[config.mk]
export PLATFORM = sky130hd
export DESIGN_NAME = rk4ho_div6
export DESIGN_NICKNAME = d
export VERILOG_FILES = /design/src/design/rk4ho_pkg.sv /design/src/design/rk4ho_div6.sv
export SDC_FILE = /design/constraint.sdc
export NUM_CORES = 1
export LEC_CHECK = 0
export BUFFER_PORTS_ARGS = -buffer_cell sky130_fd_sc_hd__buf_2
export CAP_MARGIN = 20
export CORE_MARGIN = 2
export CORE_UTILIZATION = 40
export CTS_CLUSTER_DIAMETER = 120
export DETAILED_ROUTE_END_ITERATION = 8
export PLACE_DENSITY = 0.67
export SYNTH_ARGS = -nofsm -noshare
export SYNTH_HDL_FRONTEND = slang
export SYNTH_SLANG_ARGS = --single-unit
[constraint.sdc]
create_clock -name clk -period 3.6 [get_ports clk]
set_clock_uncertainty 0.1 [all_clocks]
set_input_delay 0.9 -clock clk [delete_from_list [all_inputs] [get_ports clk]]
set_output_delay 0.9 -clock clk [all_outputs]
set_load 0.02 [all_outputs]
[src/design/rk4ho_pkg.sv]
// shared widths, constants and types for the rk4 oscillator stepper
`timescale 1ns / 1ps

package rk4ho_pkg;

  localparam int VALUE_W    = 40;
  localparam int FRAC_W     = 24;
  localparam int RATIO_W    = VALUE_W - 1;
  localparam int RATIO_HI_W = RATIO_W - FRAC_W;
  localparam int MUL_A_W    = FRAC_W + 1;
  localparam int MUL_P_W    = MUL_A_W + VALUE_W;
  localparam int PROD_W     = 2 * VALUE_W;
  localparam int RND_W      = PROD_W - FRAC_W;
  localparam int SUM_W      = RND_W + 1;
  // k1 + 2 k2 + 2 k3 + k4 needs three bits above a value
  localparam int ACC_W      = VALUE_W + 3;
  // magnitude plus three, padded to whole nibbles
  localparam int DIV_W      = ((VALUE_W + 2 + 3) / 4) * 4;
  localparam int DIV_STEPS  = DIV_W / 4;
  localparam int DIV_CNT_W  = $clog2(DIV_STEPS);
  localparam int COUNT_W    = 16;
  localparam int CFG_IDX_W  = 3;
  localparam int CFG_DATA_W = VALUE_W;
  localparam int OP_W       = 4;

  localparam logic signed [VALUE_W-1:0] VAL_MAX = {1'b0, {(VALUE_W-1){1'b1}}};
  localparam logic signed [VALUE_W-1:0] VAL_MIN = {1'b1, {(VALUE_W-1){1'b0}}};

  localparam logic [FRAC_W-1:0]         STEP_SIZE_RST  = FRAC_W'(167772);
  localparam logic [RATIO_W-1:0]        RATIO_RST      = RATIO_W'(64'd2516582400);
  localparam logic signed [VALUE_W-1:0] INIT_POS_RST   = VALUE_W'(1677722);
  localparam logic signed [VALUE_W-1:0] INIT_VEL_RST   = '0;
  localparam logic [COUNT_W-1:0]        STEP_LIMIT_RST = COUNT_W'(1000);
  localparam logic [COUNT_W-1:0]        COUNT_MAX      = '1;

  typedef enum logic [CFG_IDX_W-1:0] {
    CFG_STEP_SIZE  = 3'd0,
    CFG_RATIO      = 3'd1,
    CFG_INIT_POS   = 3'd2,
    CFG_INIT_VEL   = 3'd3,
    CFG_STEP_LIMIT = 3'd4
  } cfg_idx_t;

  // micro-op sequence of one rk4 step
  typedef enum logic [OP_W-1:0] {
    OP_SLOPE1 = 4'd0,
    OP_STX1   = 4'd1,
    OP_STV1   = 4'd2,
    OP_SLOPE2 = 4'd3,
    OP_STX2   = 4'd4,
    OP_STV2   = 4'd5,
    OP_SLOPE3 = 4'd6,
    OP_STX3   = 4'd7,
    OP_STV3   = 4'd8,
    OP_SLOPE4 = 4'd9,
    OP_FIN_X  = 4'd10,
    OP_FIN_V  = 4'd11
  } op_t;

  typedef struct packed {
    logic load;
    logic step;
  } div_ctl_t;

endpackage

[src/design/rk4ho_div6.sv]
// radix-16 divide by six with round half away from zero and saturation
`timescale 1ns / 1ps

module rk4ho_div6 import rk4ho_pkg::*; (
  input  logic                      clk,
  input  div_ctl_t                  ctl,
  input  logic signed [ACC_W-1:0]   sum,
  output logic signed [VALUE_W-1:0] avg
);

  logic              neg;
  logic [DIV_W-1:0]  dm;
  logic [2:0]        rem;
  logic [DIV_W-1:0]  mag;
  logic [6:0]        dig;
  logic [11:0]       prodq;
  logic [3:0]        qd;
  logic [2:0]        rem_next;
  logic [VALUE_W-1:0] q;

  always_comb begin
    // magnitude plus three rounds the quotient to nearest
    if (sum[ACC_W-1]) begin
      mag = DIV_W'(~sum) + DIV_W'(4);
    end else begin
      mag = DIV_W'(sum) + DIV_W'(3);
    end
    dig      = {rem, dm[DIV_W-1 -: 4]};
    // digit below 96, times 43 over 256 gives floor of digit over six
    prodq    = 12'(dig) * 12'd43;
    qd       = prodq[11:8];
    rem_next = 3'(dig - 7'(qd) * 7'd6);
  end

  // quotient nibbles shift in from the bottom as dividend nibbles leave the top
  always_ff @(posedge clk) begin
    if (ctl.load) begin
      neg <= sum[ACC_W-1];
      dm  <= mag;
      rem <= '0;
    end else if (ctl.step) begin
      dm  <= {dm[DIV_W-5:0], qd};
      rem <= rem_next;
    end
  end

  always_comb begin
    q = dm[VALUE_W-1:0];
    if (neg) begin
      avg = ~q + VALUE_W'(1);
    end else if (q[VALUE_W-1]) begin
      avg = VAL_MAX;
    end else begin
      avg = q;
    end
  end

endmodule
== Word level (Yosys, flattened, before mapping) ==
Cells that the tools add are included.

* Register bits: 48
* Output and inout port bits: 40

* Add/sub/neg operators: 4
* Multiply operators: 2
* Multiplexer cells: 5
* Bitwise gates (word level): 2
* Reduce and logical (&&, ||, !) cells: 1

{| class="wikitable"
|+ Operators with widths
! kind !! count
|-
| two-way mux 44 bit || 3
|-
| adder 43 x 3 -> 44 bit (second input constant) || 1
|-
| adder 44 x 4 -> 44 bit (second input constant) || 1
|-
| NOT 43 -> 44 bit || 1
|-
| adder 40 x 1 -> 40 bit (second input constant) || 1
|-
| two-way mux 40 bit || 1
|-
| NOT 40 bit || 1
|-
| two-way mux 39 bit || 1
|-
| multiplier 7 x 6 -> 12 bit (second input constant) || 1
|-
| multiplier 4 x 2 -> 2 bit (second input constant) || 1
|-
| subtractor 3 bit || 1
|-
| nonzero test 2 bit || 1
|}

== Longest topological paths before layout ==
Gate-level depths: netlist (run 1).

* Depth in word-level cells: 4
* Mapped depth: 15
* Gate-level depth less buffers: 15

== Worst setup path after synthesis (run 1) ==
No wires, ideal clock.

* Path type: reg2reg
* From: reg dm[42]
* To: reg rem[2]
* Arrival time: 3.706 ns
* Setup slack: -0.291 ns
* Cell stages (with the launch flop): 16
* Buffers on the path: 0
* Period minus slack after synthesis: 3.891 ns
* Cell sequence: edfxtp_1 -> ha_1 -> fa_1 -> inv_1 -> fa_1 -> inv_1 -> ha_1 -> nand4_1 -> o21ai_0 -> nor2_1 -> xnor2_1 -> ha_1 -> xnor2_1 -> xnor3_1 -> xnor2_1 -> a211oi_1

* Cells in the longest elaborated chain, start to end: 3

{| class="wikitable"
|+ Ends and longest elaborated chain
! element !! line !! text
|-
| start: declaration || rk4ho_div6.sv:12 || <nowiki>logic [DIV_W-1:0] dm;</nowiki>
|-
| start signal: assignment || rk4ho_div6.sv:39 || <nowiki>dm <= mag;</nowiki>
|-
| start signal: assignment || rk4ho_div6.sv:42 || <nowiki>dm <= {dm[DIV_W-5:0], qd};</nowiki>
|-
| multiplier 7 x 6 -> 12 bit || rk4ho_div6.sv:30 || <nowiki>prodq = 12'(dig) * 12'd43;</nowiki>
|-
| multiplier 4 x 2 -> 2 bit || rk4ho_div6.sv:32 || <nowiki>rem_next = 3'(dig - 7'(qd) * 7'd6);</nowiki>
|-
| subtractor 3 bit * || rk4ho_div6.sv:32 ||
|-
| end signal: assignment || rk4ho_div6.sv:43 || <nowiki>rem <= rem_next;</nowiki>
|-
| end: declaration || rk4ho_div6.sv:13 || <nowiki>logic [2:0] rem;</nowiki>
|}

Mark *: on every way between the ends. The rest lies on a longest branch, timed or not.
A chain may end at the register's enable or synchronous reset.

== Worst setup path after layout (run 1) ==
Ends and elaborated chain as after synthesis.

==> results.tsv, run 1 <==
stage	metric	value	unit
sta	Final setup violation count	1	
logic_synthesis	#FFs+latches synth	48	
clock_tree	clk buf depth	2	
outcome	outcome	finished, violations left	
critical_path	crit path buf inv count	2	
logic_synthesis	share of Yosys cell area claimed by the top area cell type	24.2	%
grt	met3 Usage GRT	2.53	%
clock_tree	clk sinks	48	
grt	GRT Resource Usage Total	22.4	%
pwr	Lkg Pwr	2.77	nW
flow_run	max_cap viols	0	
clock_tree	clk slew on worst S/H paths	0.06	ns
grt	global-route wire length before repair	26400	um
critical_path	crit path kind	reg2reg	
logic_synthesis	post-synthesis sequential area ratio	25.3	%
logic_synthesis	ys async rst share	0	%
floorplanning	die area	14900	sq um
critical_path	crit start category	flip-flop	
critical_path	CP top delay family	adder cells	
sta	worst-margin pin slew	0.676	ns
grt	largest net degree at the start of global routing	44	
placement	routability cong.	0.944	
detailed_routing	Post-route DRC	0	
cells_and_area	Final #Nets	898	
clock_tree	Clk Latency, worst-skew pair	0.29	ns
detailed_routing	WL per Instance	17.0	um
critical_path	Slowest cell on crit path	fa_1	
sta	hold slack	0.495	ns
sta	min Tclk post-route	3.61	ns
logic_synthesis	count of cell types in the netlist	72	
floorplanning	core area	13700	sq um
detailed_routing	vias per cell	5.90	
sta	Final Cycle Share	100	%
critical_path	crit-path max FO	4	
sta	RSZ-0062 raised after global routing	yes	
detailed_routing	ANT nets after route	0	
critical_path	CP max stage delay	0.49	ns
logic_synthesis	largest cells by area after synthesis	edfxtp_1, ha_1, a21oi_1, nor2_1, mux2_2	
critical_path	CP arrival	3.72	ns
floorplanning	IO Pins	86	
cells_and_area	Final Core Density	50.2	%
cells_and_area	ratio of cells with drive above 1 in the final layout	28.1	%
grt	GRT overflow	0	
sta	Final Slew Violations	0	
clock_tree	htree depth	2	
logic_synthesis	warning count from the yosys run	0	
detailed_routing	routed wire length	16900	um
grt	M2 GR Usage	32.9	%
logic_synthesis	Mapped Cells	697	
pwr	VDD IR max	293	uV
clock_tree	CTS tree	done	
placement	hpwl dp	13200	um
outcome	failing checks	negative setup slack	
floorplanning	Starting Density	40.6	%
cells_and_area	Non-Filler Instances	995	
pwr	Cell Pwr Density	468	nW/um^2
grt	grt met1 use	35.2	%
cells_and_area	Inserted Diodes	0	
sta	Slew headroom	54.6	%
floorplanning	row cnt	43	
detailed_routing	iteration count of the initial detailed-routing pass	5	
logic_synthesis	Synth area leader	edfxtp_1	
logic_synthesis	synthesized area per cell	8.00	sq um
floorplanning	Die Height	122	um
critical_path	WP data required	3.71	ns
cells_and_area	area grow syn2layout	23.5	%
floorplanning	Die X	122	um
logic_synthesis	Primary FF master, synth	edfxtp_1	
placement	PortBufs	85	
sta	Fmax	277	MHz
grt	vias in the first global route	5020	
detailed_routing	iteration-0 DRC count of the detailed router	503	
clock_tree	cts hold-fix bufs	0	
detailed_routing	DR vias	5874	
clock_tree	root buffer cell	clkbuf_16	
logic_synthesis	syn nets	781	
placement	dpl cells	974	
logic_synthesis	Post-synth EDFFs	45	
clock_tree	Num CTS Buffers	5	
sta	endpoints failing hold	0	
critical_path	crit path cell chain	ha_1 > fa_1 > inv_1 > fa_1 > inv_2 > ha_4 > a21oi_2 > nand2_2 > nor2_2 > xnor2_2 > ha_2 > xnor2_2 > xnor3_1 > xnor2_1 > a211oi_1	
grt	antenna violations before repair	0	
min_path	Hold Path Class	reg2reg	
grt	GRT busiest layer	met1	
logic_synthesis	mapped cell area	5570	sq um
critical_path	CP Capture Type	flip-flop	
sta	worst setup margin	-0.0109	ns
-- Yosys cell counts, drive strengths merged, types with 22 or more instances --
cell,instances
nor2,62
inv,41
a21oi,69
o21ai,27
nor4,22
edfxtp,45
clkbuf,36
nand2,48
nand4,29
nand3,26
a31oi,22
nor3,24
ha,32
xnor2,25
-- per-stage QoR --
step | setup WS, ns | setup TNS [ns] | area, sq um | total power [mW]
floorplan | -0.0397 | -0.0397 | 5610 | 2.01
global placement | -0.0651 | -0.203 | 6500 | 2.55
detailed placement | -0.126 | -0.226 | 6500 | 2.59
CTS | -0.0393 | -0.0393 | 6760 | 3.16
global route | -0.257 | -0.366 | 6880 | 3.47
finish | -0.0109 | -0.0109 | 6880 | 3.22
-- placed cells by master, fill, tap and decap left out, types with 7 or more instances in the layout --
| cell | count |
|---|---|
| nand4_1 | 28 |
| buf_4 | 69 |
| a31oi_1 | 22 |
| nor3_1 | 23 |
| inv_1 | 39 |
| o21ai_0 | 26 |
| edfxtp_1 | 45 |
| nor4_1 | 14 |
| o31ai_1 | 15 |
| xor2_1 | 12 |
| or3_1 | 7 |
| ha_1 | 28 |
| buf_2 | 84 |
| nand3_1 | 26 |
| a21oi_1 | 66 |
| xnor2_1 | 23 |
| nor2_1 | 59 |
| and4_1 | 7 |
| mux2_2 | 20 |
| nand2_1 | 46 |
| and3_1 | 14 |
-- cell families (layout without fill, tap and decap cells) --
kind of cell             count (synthesis)  after routing  share of synthesized area, %
adder cells (fa/ha/maj)                 38             38                          9.34
AO/OA/AOI/OAI                          186            186                          21.2
XOR/XNOR                                38             38                          6.22
multiplexers                            25             25                          4.94
buffers and inverters                   85            203                          6.04
flip-flops                              48             48                          25.3
AND/OR/NAND/NOR                        277            277                          27.0
-- flip-flops by register name, summed over array words and instances (netlist names) --
register,cells
dm,44
neg,1
rem,3
-- worst register-to-register path, stage by stage (launching register included) --
cell	delay (ns)
edfxtp_1	0.42
ha_1	0.31
fa_1	0.48
inv_1	0.05
fa_1	0.49
inv_2	0.05
ha_4	0.24
a21oi_2	0.15
nand2_2	0.08
nor2_2	0.16
xnor2_2	0.14
ha_2	0.21
xnor2_2	0.12
xnor3_1	0.24
xnor2_1	0.14
a211oi_1	0.18
-- final cells by class --
type / count / area [sq um]
clock inverter: 3 / 42.5
tap: 180 / 225
clock buffer: 5 / 125
fill: 1314 / 6840
inverter: 41 / 154
multi-input combinational: 564 / 3980
sequential: 48 / 1410
timing repair buffer: 154 / 950
-- timing repair --
| action | in CTS | in global routing |
|---|---|---|
| pin swaps | 4 | 12 |
| buffers inserted | 5 | 9 |
| endpoints found under the setup margin | 14 | 17 |
| endpoints found under the hold margin | 0 | 0 |
| gates resized for setup | 10 | 19 |
| cloned | 0 | 0 |
-- final timing paths --
check        startpoint      to  slack [ns]  cells past startpoint
max              dm[42]  rem[2]       -0.01                     15
max reg2reg      dm[42]  rem[2]       -0.01                     15
min reg2reg      rem[0]  rem[0]        0.50                      2
min              rem[0]  rem[0]        0.50                      2
-- report_power, final --
group	total [mW]	switching, mW	internal, mW
sequential	0.865	0.124	0.741
combinational	1.84	0.982	0.853
clock	0.521	0.195	0.326
-- metal layers --
layer | share of wire (%) | wire, um
met2 | 43 | 7270
met4 | 0.90 | 153
met3 | 8.2 | 1390
met5 | 0 | 0
met1 | 48 | 8120
No activity file was read; power rests on OpenSTA's default activity.
==> inputs of run 2 (changes only) <==
--- a/config.mk
+++ b/config.mk
@@ -11,6 +11,7 @@
 export CORE_UTILIZATION = 40
 export CTS_CLUSTER_DIAMETER = 120
 export DETAILED_ROUTE_END_ITERATION = 8
+export GPL_TIMING_DRIVEN = 0
 export PLACE_DENSITY = 0.67
 export SYNTH_ARGS = -nofsm -noshare
 export SYNTH_HDL_FRONTEND = slang
==> results.tsv, run 2 (synthesis results as in run 1) <==
stage	metric	value	unit
pwr	Lkg Pwr	2.66	nW
critical_path	CP Capture Type	flip-flop	
pwr	internal power	1.90	mW
clock_tree	root buffer cell	clkbuf_16	
placement	dpl cells	954	
sta	worst setup margin	-0.160	ns
sta	Final Slew Violations	0	
pwr	Reg power frac	27.5	%
sta	RSZ-0062 raised after global routing	yes	
detailed_routing	WL per Instance	18.4	um
sta	min Tclk post-route	3.76	ns
detailed_routing	routed wire length	18300	um
sta	Fmax	266	MHz
sta	Slew headroom	31.8	%
clock_tree	clk buf depth	2	
critical_path	WP data required	3.65	ns
sta	Final TNS setup	-0.180	ns
placement	PortBufs	77	
placement	hpwl dp	13600	um
pwr	VDD IR max	279	uV
clock_tree	Clk Latency, worst-skew pair	0.28	ns
pwr	switch share	42.3	%
pwr	Comb pwr share	58.2	%
cells_and_area	Final Instance Area	6890	sq um
min_path	Hold Path Class	reg2reg	
outcome	outcome	finished, violations left	
cells_and_area	leading cell type in the layout, fill and taps excluded	buf_2	
sta	Final setup violation count	2	
cells_and_area	Non-Filler Instances	993	
clock_tree	cts hold-fix bufs	0	
cells_and_area	most flop-heavy register	dm	
detailed_routing	DR vias	6050	
clock_tree	clk sinks	48	
detailed_routing	ANT nets after route	0	
clock_tree	clk slew on worst S/H paths	0.06	ns
grt	global-route wire length before repair	28500	um
critical_path	CP arrival	3.81	ns
pwr	clock share of power	14.2	%
cells_and_area	ratio of cells with drive above 1 in the final layout	26.0	%
cells_and_area	Largest regs	dm (44), rem (3), neg (1)	
sta	Final Cycle Share	104	%
sta	endpoints failing hold	0	
pwr	Cell Pwr Density	477	nW/um^2
outcome	failing checks	negative setup slack	
cells_and_area	area grow syn2layout	23.6	%
critical_path	crit start category	flip-flop	
critical_path	crit-path max FO	3	
floorplanning	Die Height	122	um
placement	worst slack, placed	-0.356	ns
clock_tree	Num CTS Buffers	5	
placement	routability cong.	0.935	
floorplanning	Die X	122	um
grt	largest net degree at the start of global routing	45	
clock_tree	CTS tree	done	
critical_path	crit path kind	reg2reg	
clock_tree	htree depth	2	
floorplanning	die area	14900	sq um
placement	Cell Area, Placed	6220	sq um
grt	antenna violations before repair	0	
cells_and_area	Inserted Diodes	0	
grt	vias in the first global route	5369	
detailed_routing	iteration-0 DRC count of the detailed router	569	
cells_and_area	most frequent cells in the layout	buf_2, a21oi_1, nor2_1	
sta	worst-margin pin slew	1.02	ns
detailed_routing	iteration count of the initial detailed-routing pass	5	
floorplanning	IO Pins	86	
critical_path	r2r setup slk	-0.16	ns
grt	GRT overflow	0	
floorplanning	core area	13700	sq um
floorplanning	row cnt	43	
detailed_routing	vias per cell	6.09	
grt	GRT Resource Usage Total	24.2	%
floorplanning	Starting Density	40.6	%
pwr	Switch Pwr	1.39	mW
flow_run	max_cap viols	0	
sta	hold slack	0.455	ns
cells_and_area	Final #Nets	896	
cells_and_area	max FFs per register	44	
detailed_routing	Post-route DRC	0	
run 2: cell types whose count changed in the layout (fill, tap and decap cells not counted), moves of 4 or more:
cell	change
buf_4	-34
clkbuf_1	+33
buf_2	-8
inv_1	-5
inv_2	+5
buf_6	+4
ha_1	-4
ha_4	+4
run 2: power groups by stage:
stage | registers (mW) | logic, mW | clock network, mW
6_report | 0.906 | 1.91 | 0.468
5_1_grt | 0.917 | 2.12 | 0.496
4_1_cts | 0.885 | 1.75 | 0.468
3_5_place_dp | 0.907 | 1.57 | 0
3_3_place_gp | 0.907 | 1.54 | 0
2_1_floorplan | 0.843 | 1.17 | 0
run 2: timing repair:
action | 4_1_cts | 5_1_grt
resized for setup | 19 | 49
cloned | 1 | 0
endpoints found under the setup margin | 24 | 24
endpoints found under the hold margin | 0 | 0
setup buffers | 19 | 13
pin swaps | 7 | 16
run 2: path summary, 6_finish.rpt:
kind         startpoint  endpoint  cells past startpoint
min reg2reg      rem[2]    rem[2]                      2
min              rem[2]    rem[2]                      2
max              dm[43]    rem[2]                     15
max reg2reg      dm[43]    rem[2]                     15
run 2: routing by layer:
layer  up-vias  wire length (um)  GRT usage (%)
li1       2869                 -              -
met1      2802              8040           37.0
met2       360              8090           36.7
met3        19              1950           3.00
met4         0               202           4.02
met5         -                 0              0
run 2: final cells by class:
| type | instances | area, sq um |
|---|---|---|
| multi-input combinational | 564 | 4110 |
| inverter | 41 | 154 |
| fill | 1376 | 6830 |
| sequential | 48 | 1410 |
| tap | 180 | 225 |
| clock inverter | 2 | 10.0 |
| clock buffer | 6 | 139 |
| buffer | 42 | 178 |
| timing repair buffer | 110 | 658 |
run 2: worst max-delay path, stage by stage (launching register included):
cell and delay [ns]:
edfxtp_1 0.46, ha_4 0.30, inv_2 0.03, fa_1 0.45, fa_1 0.50, inv_2 0.05
ha_4 0.27, nand4_1 0.10, o21ai_2 0.22, nor2_4 0.07, xnor2_2 0.15, ha_2 0.22
xnor2_2 0.12, xnor3_1 0.26, xnor2_1 0.21, a211oi_1 0.10
run 2: stage by stage:
step	power (mW)	utilization, %
global route	3.53	50.2
floorplan	2.01	-
global placement	2.45	45.3
CTS	3.11	48.2
detailed placement	2.48	45.3
finish	3.29	50.2
==> inputs of run 3 (changes only) <==
--- a/config.mk
+++ b/config.mk
@@ -7,7 +7,6 @@
 export LEC_CHECK = 0
 export BUFFER_PORTS_ARGS = -buffer_cell sky130_fd_sc_hd__buf_2
 export CAP_MARGIN = 20
-export CORE_MARGIN = 2
 export CORE_UTILIZATION = 40
 export CTS_CLUSTER_DIAMETER = 120
 export DETAILED_ROUTE_END_ITERATION = 8
==> results.tsv, run 3 (synthesis results as in run 1) <==
stage	metric	value	unit
outcome	outcome	finished, violations left	
outcome	failing checks	negative setup slack	
sta	Final Cycle Share	105	%
floorplanning	IO Pins	86	
sta	Fmax	265	MHz
cells_and_area	Largest regs	dm (44), rem (3), neg (1)	
floorplanning	Die Height	120	um
critical_path	CP arrival	3.87	ns
pwr	switch share	39.8	%
grt	global-route wire length before repair	28200	um
detailed_routing	met2 wire len	7840	um
detailed_routing	M1 WL	8330	um
detailed_routing	ANT nets after route	0	
critical_path	WP data required	3.70	ns
floorplanning	die area	14400	sq um
clock_tree	Clk Latency, worst-skew pair	0.29	ns
sta	Final setup violation count	6	
critical_path	crit path kind	reg2reg	
sta	worst setup margin	-0.169	ns
pwr	Lkg Pwr	2.71	nW
pwr	Power Total	3.40	mW
pwr	Reg power frac	26.5	%
pwr	Cell Pwr Density	491	nW/um^2
pwr	internal power	2.05	mW
sta	Final Slew Violations	0	
critical_path	R2R cell count	15	
clock_tree	clk sinks	48	
sta	endpoints failing hold	0	
flow_run	max_cap viols	0	
sta	min Tclk post-route	3.77	ns
clock_tree	root buffer cell	clkbuf_16	
critical_path	crit start category	flip-flop	
critical_path	crit-path max FO	4	
cells_and_area	max FFs per register	44	
detailed_routing	Post-route DRC	0	
detailed_routing	WL per Instance	18.5	um
sta	RSZ-0062 raised after global routing	yes	
detailed_routing	DR vias	6058	
cells_and_area	area grow syn2layout	24.2	%
cells_and_area	most flop-heavy register	dm	
grt	GRT overflow	0	
cells_and_area	Final #Nets	896	
floorplanning	row cnt	42	
clock_tree	CTS tree	done	
detailed_routing	iteration-0 DRC count of the detailed router	666	
floorplanning	Starting Density	41.6	%
cells_and_area	leading cell type in the layout, fill and taps excluded	buf_2	
floorplanning	Die X	120	um
clock_tree	Num CTS Buffers	5	
clock_tree	htree depth	2	
placement	PortBufs	77	
floorplanning	core area	13400	sq um
detailed_routing	routed wire length	18300	um
sta	Final TNS setup	-0.310	ns
min_path	Hold Path Class	reg2reg	
grt	vias in the first global route	5261	
cells_and_area	ratio of cells with drive above 1 in the final layout	25.7	%
grt	antenna violations before repair	0	
detailed_routing	WL met3	1890	um
critical_path	CP Capture Type	flip-flop	
cells_and_area	most frequent cells in the layout	buf_2, nor2_1, a21oi_1	
detailed_routing	vias per cell	6.13	
grt	GRT Resource Usage Total	24.8	%
clock_tree	clk slew on worst S/H paths	0.07	ns
pwr	clock share of power	19.6	%
pwr	Comb pwr share	53.9	%
placement	hpwl dp	13600	um
pwr	VDD IR max	229	uV
sta	worst-margin pin slew	1.03	ns
detailed_routing	iteration count of the initial detailed-routing pass	7	
clock_tree	clk buf depth	2	
pwr	Switch Pwr	1.35	mW
min_path	WHS Path Cells	2	
sta	Slew headroom	31.2	%
grt	largest net degree at the start of global routing	45	
cells_and_area	Inserted Diodes	0	
placement	routability cong.	0.975	
detailed_routing	top layer in use	met4	
clock_tree	cts hold-fix bufs	0	
-- run 3: cell count changes in the layout (fill, tap and decap cells not counted), sizes merged --
cell and change:
clkinv -2, bufinv +3, buf -1
-- run 3: repair_timing --
action,CTS,global route
hold endpoints to repair,0,0
setup buffers,18,13
cloned,1,0
setup endpoints to repair,24,20
resized for setup,20,46
pin swaps,7,19
-- run 3: path summary, 6_finish.rpt --
kind | startpoint | end | slack [ns]
setup / recovery | dm[42] | rem[2] | -0.17
hold / removal | rem[2] | rem[2] | 0.44
setup reg to reg | dm[42] | rem[2] | -0.17
hold reg to reg | rem[2] | rem[2] | 0.44
-- run 3: stage by stage --
stage | area [sq um] | setup WS, ns | instances | util, % | hold WS (ns)
floorplan | 5610 | -0.0397 | 697 | - | 0.413
global placement | 6210 | -0.302 | 950 | 46.4 | 0.477
detailed placement | 6210 | -0.338 | 950 | 46.4 | 0.484
CTS | 6660 | -0.110 | 976 | 49.7 | 0.444
global route | 6920 | -0.319 | 989 | 51.7 | 0.502
finish | 6920 | -0.169 | 989 | 51.7 | 0.437
-- run 3: final cells by class --
| class | count | area [sq um] |
|---|---|---|
| inverter | 41 | 154 |
| clock buffer | 5 | 125 |
| fill | 1278 | 6480 |
| timing repair buffer | 109 | 654 |
| tap | 176 | 220 |
| multi-input combinational | 564 | 4090 |
| buffer | 43 | 181 |
| clock inverter | 3 | 90.1 |
| sequential | 48 | 1410 |
-- run 3: power groups by stage --
stage          Combinational, mW  Sequential, mW  Clock, mW
3_3_place_gp                1.52           0.907          0
4_1_cts                     1.71           0.891      0.673
6_report                    1.83           0.902      0.668
2_1_floorplan               1.17           0.843          0
3_5_place_dp                1.54           0.907          0
5_1_grt                     2.04           0.916      0.692
-- run 3: routing by layer --
layer / up-vias / GRT usage [%]
met5: - / 0
met4: 0 / 5.78
met3: 27 / 3.75
met2: 360 / 36.7
met1: 2804 / 37.2
li1: 2867 / -
-- run 3: worst max-delay path, cell delays in order (launching register included) --
cell	delay, ns
edfxtp_1	0.44
ha_1	0.32
fa_1	0.48
inv_1	0.05
fa_1	0.50
inv_2	0.05
ha_4	0.27
nand4_1	0.09
o21ai_2	0.20
nor2_4	0.07
xnor2_2	0.18
ha_2	0.22
xnor2_2	0.11
xnor3_1	0.27
xnor2_1	0.15
a211oi_1	0.18
